### src/rtl/two_pkg.sv
// Package for the tracking-wheel odometry block: shared types, codes and constants.
// Depends on nothing; used by two_ctrl, two_datapath and tracking_wheel_odometry_core.

package two_pkg;

	// Default number of CORDIC rotations (legal range 8 to 24).
	localparam int CORDIC_STEPS_DEF = 16;

	// Width of the step counter shared by the angle conversion, CORDIC and multiply phases.
	localparam int STEP_W = 5;

	// Cycles of the binary-angle conversion.
	localparam int DIV_CYCLES = 2;

	// Width of the configuration register index.
	localparam int CFG_IDX_W = 1;

	// Configuration register indexes.
	typedef enum logic [CFG_IDX_W-1:0] {
		CFG_HORIZ = 1'b0,
		CFG_VERT  = 1'b1
	} cfg_idx_t;

	// Input item commands.
	typedef enum logic {
		CMD_UPDATE   = 1'b0,
		CMD_SET_POSE = 1'b1
	} cmd_t;

	// Phases of the shared multiplier sequence.
	typedef enum logic [2:0] {
		MP_SCALE_V = 3'd0,
		MP_SCALE_H = 3'd1,
		MP_DX_COS  = 3'd2,
		MP_DY_SIN  = 3'd3,
		MP_DX_SIN  = 3'd4,
		MP_DY_COS  = 3'd5,
		MP_FINISH  = 3'd6
	} mul_phase_t;

	// Reset value of both inches-per-tick factors.
	localparam logic [31:0] FACTOR_RESET = 32'd1030700;

	// Angle reduction in centidegrees: (90000 - heading) mod 36000.
	localparam logic [16:0] ANG_OFFSET = 17'd90000;
	localparam logic [16:0] ANG_FULL   = 17'd36000;
	localparam logic [16:0] ANG_TWO    = 17'd72000;

	// Binary angle round((a * 2^32) / 36000), split as a * floor(2^32 / 36000) plus
	// floor((a * 728 + 562) / 1125), where 728 is (2^32 mod 36000) / 32 and 562 is half
	// of the divisor over 32. The last quotient uses a reciprocal of 1125 that is exact
	// for every numerator below 2^25.
	localparam logic [16:0] BAM_WHOLE     = 17'd119304;
	localparam logic [9:0]  BAM_FRAC_MUL  = 10'd728;
	localparam logic [9:0]  BAM_FRAC_BIAS = 10'd562;
	localparam logic [25:0] BAM_RECIP     = 26'd61083980;
	localparam int          BAM_RECIP_SH  = 36;

	// CORDIC constants in Q1.30 and binary-angle units.
	localparam logic signed [33:0] CORDIC_GAIN  = 34'sd652032874;
	localparam logic signed [33:0] QUARTER_TURN = 34'sd1073741824;
	localparam logic signed [33:0] HALF_TURN    = 34'sd2147483648;

	// Commands from the controller to the datapath.
	typedef struct packed {
		logic              load;
		logic              div_step;
		logic              rot_init;
		logic              rot_step;
		logic              mul_en;
		logic              commit;
		logic [STEP_W-1:0] step;
	} ctrl_cmd_t;

	// Arctangent of 2^-i in binary-angle units.
	function automatic logic [29:0] atan_lookup(input logic [STEP_W-1:0] idx);
		logic [29:0] val;
		case (idx)
			5'd0:    val = 30'd536870912;
			5'd1:    val = 30'd316933406;
			5'd2:    val = 30'd167458907;
			5'd3:    val = 30'd85004756;
			5'd4:    val = 30'd42667331;
			5'd5:    val = 30'd21354465;
			5'd6:    val = 30'd10679838;
			5'd7:    val = 30'd5340245;
			5'd8:    val = 30'd2670163;
			5'd9:    val = 30'd1335087;
			5'd10:   val = 30'd667544;
			5'd11:   val = 30'd333772;
			5'd12:   val = 30'd166886;
			5'd13:   val = 30'd83443;
			5'd14:   val = 30'd41722;
			5'd15:   val = 30'd20861;
			5'd16:   val = 30'd10430;
			5'd17:   val = 30'd5215;
			5'd18:   val = 30'd2608;
			5'd19:   val = 30'd1304;
			5'd20:   val = 30'd652;
			5'd21:   val = 30'd326;
			5'd22:   val = 30'd163;
			5'd23:   val = 30'd81;
			default: val = '0;
		endcase
		return val;
	endfunction

endpackage

### src/rtl/two_ctrl.sv
// Controller of the odometry block: sequences angle conversion, CORDIC, multiplier and commit.
// Depends on two_pkg; drives two_datapath through a ctrl_cmd_t command bundle.

module two_ctrl #(
	parameter int CORDIC_STEPS = two_pkg::CORDIC_STEPS_DEF
) (
	input  logic                clk,
	input  logic                arst_n,
	input  logic                in_valid,
	output logic                in_ready,
	input  logic                cmd,
	output logic                out_valid,
	input  logic                out_ready,
	output two_pkg::ctrl_cmd_t  ctl
);

	typedef enum logic [5:0] {
		ST_IDLE  = 6'b000001,
		ST_DIV   = 6'b000010,
		ST_PREP  = 6'b000100,
		ST_ROT   = 6'b001000,
		ST_MUL   = 6'b010000,
		ST_WRITE = 6'b100000
	} state_t;

	localparam logic [two_pkg::STEP_W-1:0] DIV_LAST = two_pkg::STEP_W'(two_pkg::DIV_CYCLES - 1);
	localparam logic [two_pkg::STEP_W-1:0] ROT_LAST = two_pkg::STEP_W'(CORDIC_STEPS - 1);

	state_t                      state_q, state_nxt;
	logic [two_pkg::STEP_W-1:0]  cnt_q, cnt_nxt;
	logic                        out_valid_q;
	logic                        accept;
	logic                        commit;

	assign in_ready  = (state_q == ST_IDLE);
	assign accept    = in_valid && in_ready;
	assign commit    = (state_q == ST_WRITE) && (!out_valid_q || out_ready);
	assign out_valid = out_valid_q;

	// Next state and step counter.
	always_comb begin
		state_nxt = state_q;
		cnt_nxt   = cnt_q;
		case (state_q)
			ST_IDLE: begin
				cnt_nxt = '0;
				if (accept) begin
					if (two_pkg::cmd_t'(cmd) == two_pkg::CMD_SET_POSE) begin
						state_nxt = ST_WRITE;
					end else begin
						state_nxt = ST_DIV;
					end
				end
			end
			ST_DIV: begin
				cnt_nxt = cnt_q + 1'b1;
				if (cnt_q == DIV_LAST) begin
					cnt_nxt   = '0;
					state_nxt = ST_PREP;
				end
			end
			ST_PREP: begin
				cnt_nxt   = '0;
				state_nxt = ST_ROT;
			end
			ST_ROT: begin
				cnt_nxt = cnt_q + 1'b1;
				if (cnt_q == ROT_LAST) begin
					cnt_nxt   = '0;
					state_nxt = ST_MUL;
				end
			end
			ST_MUL: begin
				cnt_nxt = cnt_q + 1'b1;
				if (two_pkg::mul_phase_t'(cnt_q[2:0]) == two_pkg::MP_FINISH) begin
					cnt_nxt   = '0;
					state_nxt = ST_WRITE;
				end
			end
			ST_WRITE: begin
				if (commit) begin
					state_nxt = ST_IDLE;
				end
			end
			default: begin
				state_nxt = ST_IDLE;
				cnt_nxt   = '0;
			end
		endcase
	end

	// State, counter and output-valid registers.
	always_ff @(posedge clk or negedge arst_n) begin
		if (!arst_n) begin
			state_q     <= ST_IDLE;
			cnt_q       <= '0;
			out_valid_q <= 1'b0;
		end else begin
			state_q <= state_nxt;
			cnt_q   <= cnt_nxt;
			if (commit) begin
				out_valid_q <= 1'b1;
			end else if (out_ready) begin
				out_valid_q <= 1'b0;
			end
		end
	end

	// Commands to the datapath.
	always_comb begin
		ctl          = '0;
		ctl.load     = accept;
		ctl.div_step = (state_q == ST_DIV);
		ctl.rot_init = (state_q == ST_PREP);
		ctl.rot_step = (state_q == ST_ROT);
		ctl.mul_en   = (state_q == ST_MUL);
		ctl.commit   = commit;
		ctl.step     = cnt_q;
	end

endmodule

### config.mk
export PLATFORM = sky130hd
export DESIGN_NAME = two_ctrl
export DESIGN_NICKNAME = d
export VERILOG_FILES = /design/src/rtl/two_pkg.sv /design/src/rtl/two_ctrl.sv
export SDC_FILE = /design/constraint.sdc
export NUM_CORES = 1
export LEC_CHECK = 0
export BUFFER_PORTS_ARGS = -buffer_cell sky130_fd_sc_hd__clkbuf_2
export CAP_MARGIN = 20
export CORE_MARGIN = 5
export CORE_UTILIZATION = 30
export CTS_CLUSTER_SIZE = 24
export DETAILED_ROUTE_END_ITERATION = 10
export SLEW_MARGIN = 5
export SYNTH_ARGS = -nofsm -noshare
export SYNTH_HDL_FRONTEND = slang
export SYNTH_SLANG_ARGS = --single-unit
### constraint.sdc
create_clock -name clk -period 2.6 [get_ports clk]
set_input_delay 0.52 -clock clk [delete_from_list [all_inputs] [get_ports clk]]
set_output_delay 0.52 -clock clk [all_outputs]
set_load 0.01 [all_outputs]
==> out/metrics.cfg, run 1 <==
[logic_synthesis]
yosys.area_share.simple = 0.2721
synth_fa_ha_area_frac = 0.08052
ys_ff_latch = 12
ys_seq_area_frac = 0.3881
synth_top_family_by_area = simple AND/OR/NAND/NOR gates
synth_compound_area_frac = 0.1659
synth_cell_type_count = 34
synth_mux_area_frac = 0.01449
synth_area_per_cell_um2 = 9.361
syn_nets = 93
postSynthCellCount = 83
synth_warnings = 0
synth-xor-area-share = 0.01127
netlist_area_um2 = 777.0

[global_routing]
grt_max_degree = 13
grt_util_all_layers = 0.1104
grt_remaining_overflow = 0
antenna_found_initial = 0
grt_pass1_wl_um = 3098
first_global_vias = 663

[pwr]
ir_worst_vdd_mv = 0.5636
power.total_w = 0.0007375
power_leakage_nw = 0.4517
powerDensity_nw_per_um2 = 810.8

[placement]
numPortBuffers = 17
hpwl_um = 1408
gp_congestion = 0.8166

[setup_path]
endpoint_kind = primary output
worst_path_max_delay_cell = or4_4
startpoint_type = register
cp.required_ns = 2.08
path_buf_inv = 1
arrival_ns = 1.85
critical_path_class = register to primary output
critPathMaxStageDelay_ns = 0.56
critPathTopFamily = simple AND/OR/NAND/NOR gates
critPathMaxFanout = 4
path_cells = or4_4 > nor3b_1 > clkbuf_2

[sta]
setup_viol = 0
max_slew.worst_pin.slew_ns = 0.4315
period_needed_ns = 2.369
fin_skew_ns = 0.007734
grt_setup_unrepaired = false
slew_viol_final = 0
finalHoldViolCount = 0
tns_ns = 0
slew_headroom = 0.7097
min_period_over_period = 0.9111
max_freq_mhz = 422.2

[die]
num_rows = 18
ios = 18
dieArea_um2 = 3708
die_w_um = 60.89
coreArea_um2 = 2477
die_h_um = 60.89
start_util = 0.3136

[clocking]
htree_levels = 1
insertion_delay_ns = 0.28
post_cts_buffers = 0
clockBufferDepth = 2
clk_pin_slew_worst_paths_ns = 0.09
cts_hold_buf = 0
cts-buffers-inserted = 3
cts_sinks = 12
cts-root-buf = clkbuf_4
tritoncts = yes
cts_resized = 0

[detailed_routing]
via_count = 663
first_pass_iters = 4
ant_nets = 0
drtIter0Drc = 24
wl_per_cell_um = 14.01
drcViolationCount = 0
routed_wl_um = 1807
viasPerCell = 5.140

[cells_and_area]
mostFrequentLayoutCell = clkbuf_2
syn2layout_area_growth_pct = 17.07
antenna_cells = 0
final_cell_mix = 17 x clkbuf_2, 11 x dfrtp_1, 7 x inv_1
drive_gt1_frac = 0.2828
finalNetCount = 110

[job]
max_cap_viol_count = 0

[status]
outcome = complete, no violations

[min_path]
hp-class = input pin to async pin

==> cells in the mapped netlist <==
master / instances / area (um2)
and3_1: 2 / 12.51
a21o_1: 1 / 7.510
mux2_2: 1 / 11.26
o221ai_1: 1 / 8.760
clkbuf_1: 3 / 11.26
xor2_1: 1 / 8.760
nor2_1: 5 / 18.77
nor3_1: 1 / 5.000
and2_1: 3 / 18.77
buf_4: 2 / 15.01
or4_4: 1 / 11.26
or4b_4: 1 / 13.76
a221o_2: 2 / 22.52
ha_1: 5 / 62.56
nand2_1: 4 / 15.01
o31ai_1: 1 / 7.510
nor3b_1: 3 / 22.52
and2b_1: 1 / 7.510
dfstp_2: 1 / 26.28
inv_1: 7 / 26.28
dfrtp_1: 11 / 275.3
a221o_1: 1 / 10.01
a311oi_1: 2 / 17.52
o211ai_1: 1 / 7.510
or4b_2: 1 / 10.01
a21oi_1: 3 / 15.01
nand4_1: 1 / 6.260
or2b_1: 1 / 7.510
nand2b_1: 2 / 12.51
nand3_1: 5 / 25.02
nor4_1: 1 / 6.260
o32ai_1: 2 / 17.52
nor2b_1: 3 / 18.77
o21ai_0: 3 / 15.01
==> report_power, final <==
group	internal (W)	switching, W
sequential	0.000231	0.0000455
clock	0.0000852	0.0000704
combinational	0.000128	0.000177
==> path summary, 6_finish.rpt <==
kind / start / end / slack (ns) / cells past startpoint
max: state_q[1]$_DFFE_PN0P_ / ctl[7] / 0.23 / 3
min: arst_n / cnt_q[4]$_DFFE_PN0P_ / 0.11 / 1
max reg2reg: cnt_q[1]$_DFFE_PN0P_ / cnt_q[2]$_DFFE_PN0P_ / 0.34 / 6
min reg2reg: out_valid$_DFFE_PN0P_ / out_valid$_DFFE_PN0P_ / 0.58 / 2
max in group asynchronous: arst_n / state_q[0]$_DFFE_PN1P_ / 2.19 / 1
min in group clk: in_valid / state_q[0]$_DFFE_PN1P_ / 0.41 / 2
==> layout make-up <==
| class | count | area (um2) |
|---|---|---|
| fillers | 253 | 1568 |
| multi-input cells | 59 | 422.9 |
| flip-flops and latches | 12 | 301.5 |
| repair buffers | 17 | 85.08 |
| well taps | 30 | 37.54 |
| clock buffers | 4 | 36.28 |
| inverters | 7 | 26.28 |
==> per-layer routing <==
metal / vias to the layer above / track usage / wire length [um]
met5: - / 0 / 0
met4: 0 / 0.02786 / 13
met3: 3 / 0.02128 / 61
met2: 15 / 0.1908 / 905
met1: 316 / 0.1408 / 827
li1: 329 / - / -
==> kinds of logic after synthesis <==
kind of cell | Yosys count
flip-flops | 12
AO/OA/AOI/OAI | 17
XOR/XNOR | 1
multiplexers | 1
adder cells (fa/ha/maj) | 5
AND/OR/NAND/NOR | 35
buffers and inverters | 12
==> stage by stage <==
step,setup slack (ns),instances,hold WS (ns),utilization,cell area (um2)
final,0.2312,129,0.1114,0.3672,909.6
after global routing,0.1201,129,0.1495,0.3672,909.6
after global placement,0.4763,125,0.4325,0.3525,873.3
after floorplan,0.5344,83,0.2244,-,777.0
after detailed placement,0.3807,125,0.4352,0.3525,873.3
after CTS,0.1949,129,0.1337,0.3672,909.6
==> state kept, by name (all words and copies together), names as in the netlist <==
register / flops
cnt_q: 5
state_q: 6
out_valid: 1
==> worst reg2reg max path, stage by stage, from the launching register on <==
cell,delay [ns]
dfrtp_1,0.43
inv_1,0.10
ha_1,0.16
or4b_2,0.60
nand3_1,0.20
nand3_1,0.27
a221o_2,0.40
Power figures use the tool's default switching activity.
==> run 2, diff against run 1 <==
--- a/config.mk
+++ b/config.mk
@@ -8,5 +8,6 @@
 export BUFFER_PORTS_ARGS = -buffer_cell sky130_fd_sc_hd__clkbuf_2
 export CAP_MARGIN = 20
-export CORE_MARGIN = 5
+export CORE_ASPECT_RATIO = 1.1
+export CORE_MARGIN = 2
 export CORE_UTILIZATION = 30
 export CTS_CLUSTER_SIZE = 24
==> constraint.sdc (replaced) <==
create_clock -name clk -period 2.6 [get_ports clk]
set_input_delay 0.52 -clock clk [delete_from_list [all_inputs] [get_ports clk]]
set_output_delay 0.52 -clock clk [all_outputs]
set_load 0.005 [all_outputs]
==> out/metrics.cfg, run 2 (synthesis results as in run 1) <==
[status]
outcome = complete, no violations

[detailed_routing]
drtIter0Drc = 21  ; -13%
wl_per_cell_um = 13.38  ; -4.5%
routed_wl_um = 1739  ; -3.8%
drcViolationCount = 0  ; unchanged
first_pass_iters = 4  ; unchanged
via_count = 684  ; +3.2%
ant_nets = 0  ; unchanged
viasPerCell = 5.262  ; +2.4%

[global_routing]
grt_remaining_overflow = 0  ; unchanged
grt_pass1_wl_um = 2904  ; -6.3%
first_global_vias = 652  ; -1.7%
grt_util_all_layers = 0.1277  ; +0.01736
antenna_found_initial = 0  ; unchanged
grt_max_degree = 13  ; unchanged

[cells_and_area]
final_cell_mix = 17 x clkbuf_2, 11 x dfrtp_1, 7 x inv_1
regMostFlops = state_q
drive_gt1_frac = 0.2828  ; unchanged
largest_register_ffs = 6  ; unchanged
antenna_cells = 0  ; unchanged
finalNetCount = 110  ; unchanged
mostFrequentLayoutCell = clkbuf_2
syn2layout_area_growth_pct = 17.23

[die]
ios = 18  ; unchanged
dieArea_um2 = 3014  ; -19%
die_h_um = 57.38  ; -5.8%
start_util = 0.3143  ; +0.0006349
coreArea_um2 = 2472  ; -0.20%
num_rows = 19  ; +1
die_w_um = 52.53  ; -14%

[setup_path]
critical_path_class = register to primary output
startpoint_type = register
r2r_setup_slack_ns = 0.33  ; about the same
cp.required_ns = 2.08  ; about the same
path_buf_inv = 1  ; unchanged
endpoint_kind = primary output
r2r_cells = 6  ; unchanged
r2r_start = cnt_q[1]$_DFFE_PN0P_
arrival_ns = 1.81  ; -0.04 ns
worst_path_max_delay_cell = or4_4
critPathMaxStageDelay_ns = 0.56  ; about the same
path_cells = or4_4 > nor3b_1 > clkbuf_2
critPathMaxFanout = 4  ; unchanged
r2r_end = cnt_q[2]$_DFFE_PN0P_
critPathTopFamily = simple AND/OR/NAND/NOR gates

[clocking]
tritoncts = yes
cts_resized = 0  ; unchanged
post_cts_buffers = 0  ; unchanged
cts-buffers-inserted = 3  ; unchanged
cts_hold_buf = 0  ; unchanged
htree_levels = 1  ; unchanged
insertion_delay_ns = 0.27  ; about the same
cts-root-buf = clkbuf_4
clockBufferDepth = 2  ; unchanged
clk_pin_slew_worst_paths_ns = 0.08  ; about the same
cts_sinks = 12  ; unchanged

[sta]
max_slew.worst_pin.slew_ns = 0.4662  ; +0.03471 ns
max_freq_mhz = 430.0  ; +1.9%
slew_viol_final = 0  ; unchanged
setup_viol = 0  ; unchanged
finalHoldViolCount = 0  ; unchanged
slew_headroom = 0.6863  ; -0.02335
period_needed_ns = 2.326  ; -0.04318 ns
grt_setup_unrepaired = false
timing.hold.ws_ns = 0.1228  ; +0.01137 ns
min_period_over_period = 0.8945  ; -0.01661
tns_ns = 0  ; unchanged
fin_skew_ns = 0.002576  ; -0.005158 ns

[placement]
numPortBuffers = 17  ; unchanged
hpwl_um = 1320  ; -6.2%
gp_congestion = 0.7977  ; -2.3%

[job]
max_cap_viol_count = 0  ; unchanged

[pwr]
power.total_w = 0.0007211  ; -2.2%
ir_worst_vdd_mv = 0.5517  ; -2.1%
powerDensity_nw_per_um2 = 791.7  ; -2.4%
power_leakage_nw = 0.4517  ; unchanged

[min_path]
hp-class = input pin to async pin

[run 2: cell counts in the layout (fill, tap and decap cells not counted)]
Identical to the previous run, type by type.
[run 2: worst register-to-register path: stages, from the launching register on]
cell and delay (ns):
dfrtp_1 0.43, inv_1 0.09, ha_1 0.16, or4b_2 0.59
nand3_1 0.21, nand3_1 0.28, a221o_2 0.40
[run 2: how the worst max path moves through the flow]
stage                                 startpoint                   end  slack (ns)  cells past startpoint
after floorplan             cnt_q[1]$_DFFE_PN0P_  cnt_q[2]$_DFFE_PN0P_        0.56                      6
after global placement      cnt_q[1]$_DFFE_PN0P_  cnt_q[3]$_DFFE_PN0P_        0.46                      6
after detailed placement    cnt_q[1]$_DFFE_PN0P_  cnt_q[3]$_DFFE_PN0P_        0.39                      6
after CTS                 state_q[1]$_DFFE_PN0P_                ctl[7]        0.22                      3
after global routing      state_q[1]$_DFFE_PN0P_                ctl[7]        0.15                      3
final                     state_q[1]$_DFFE_PN0P_                ctl[7]        0.27                      3
[run 2: through the flow]
step / utilization / area [um2] / cells / setup slack [ns]
6_report: 0.3684 / 910.9 / 130 / 0.2744
3_3_place_gp: 0.3537 / 874.6 / 126 / 0.4607
3_5_place_dp: 0.3537 / 874.6 / 126 / 0.3861
4_1_cts: 0.3684 / 910.9 / 130 / 0.2245
5_1_grt: 0.3684 / 910.9 / 130 / 0.1470
2_1_floorplan: - / 777.0 / 83 / 0.5645
[run 2: final cells by class]
cell class | instances | area, um2
Clock buffer | 4 | 36.28
Fill cell | 267 | 1562
Inverter | 7 | 26.28
Multi-Input combinational cell | 59 | 422.9
Sequential cell | 12 | 301.5
Tap cell | 31 | 38.79
Timing Repair Buffer | 17 | 85.08
[run 2: report_power, final]
group	switching, W	internal, W
registers	0.0000454	0.000231
clock network	0.0000683	0.0000851
logic	0.000163	0.000128
total	0.000277	0.000445
[run 2: routing by layer]
layer	vias up	track usage	part of all wire
met5	-	0	0
met3	2	0.02356	0.049
met2	21	0.1929	0.46
met4	0	0.04396	0.0058
met1	328	0.1827	0.48
li1	333	-	-
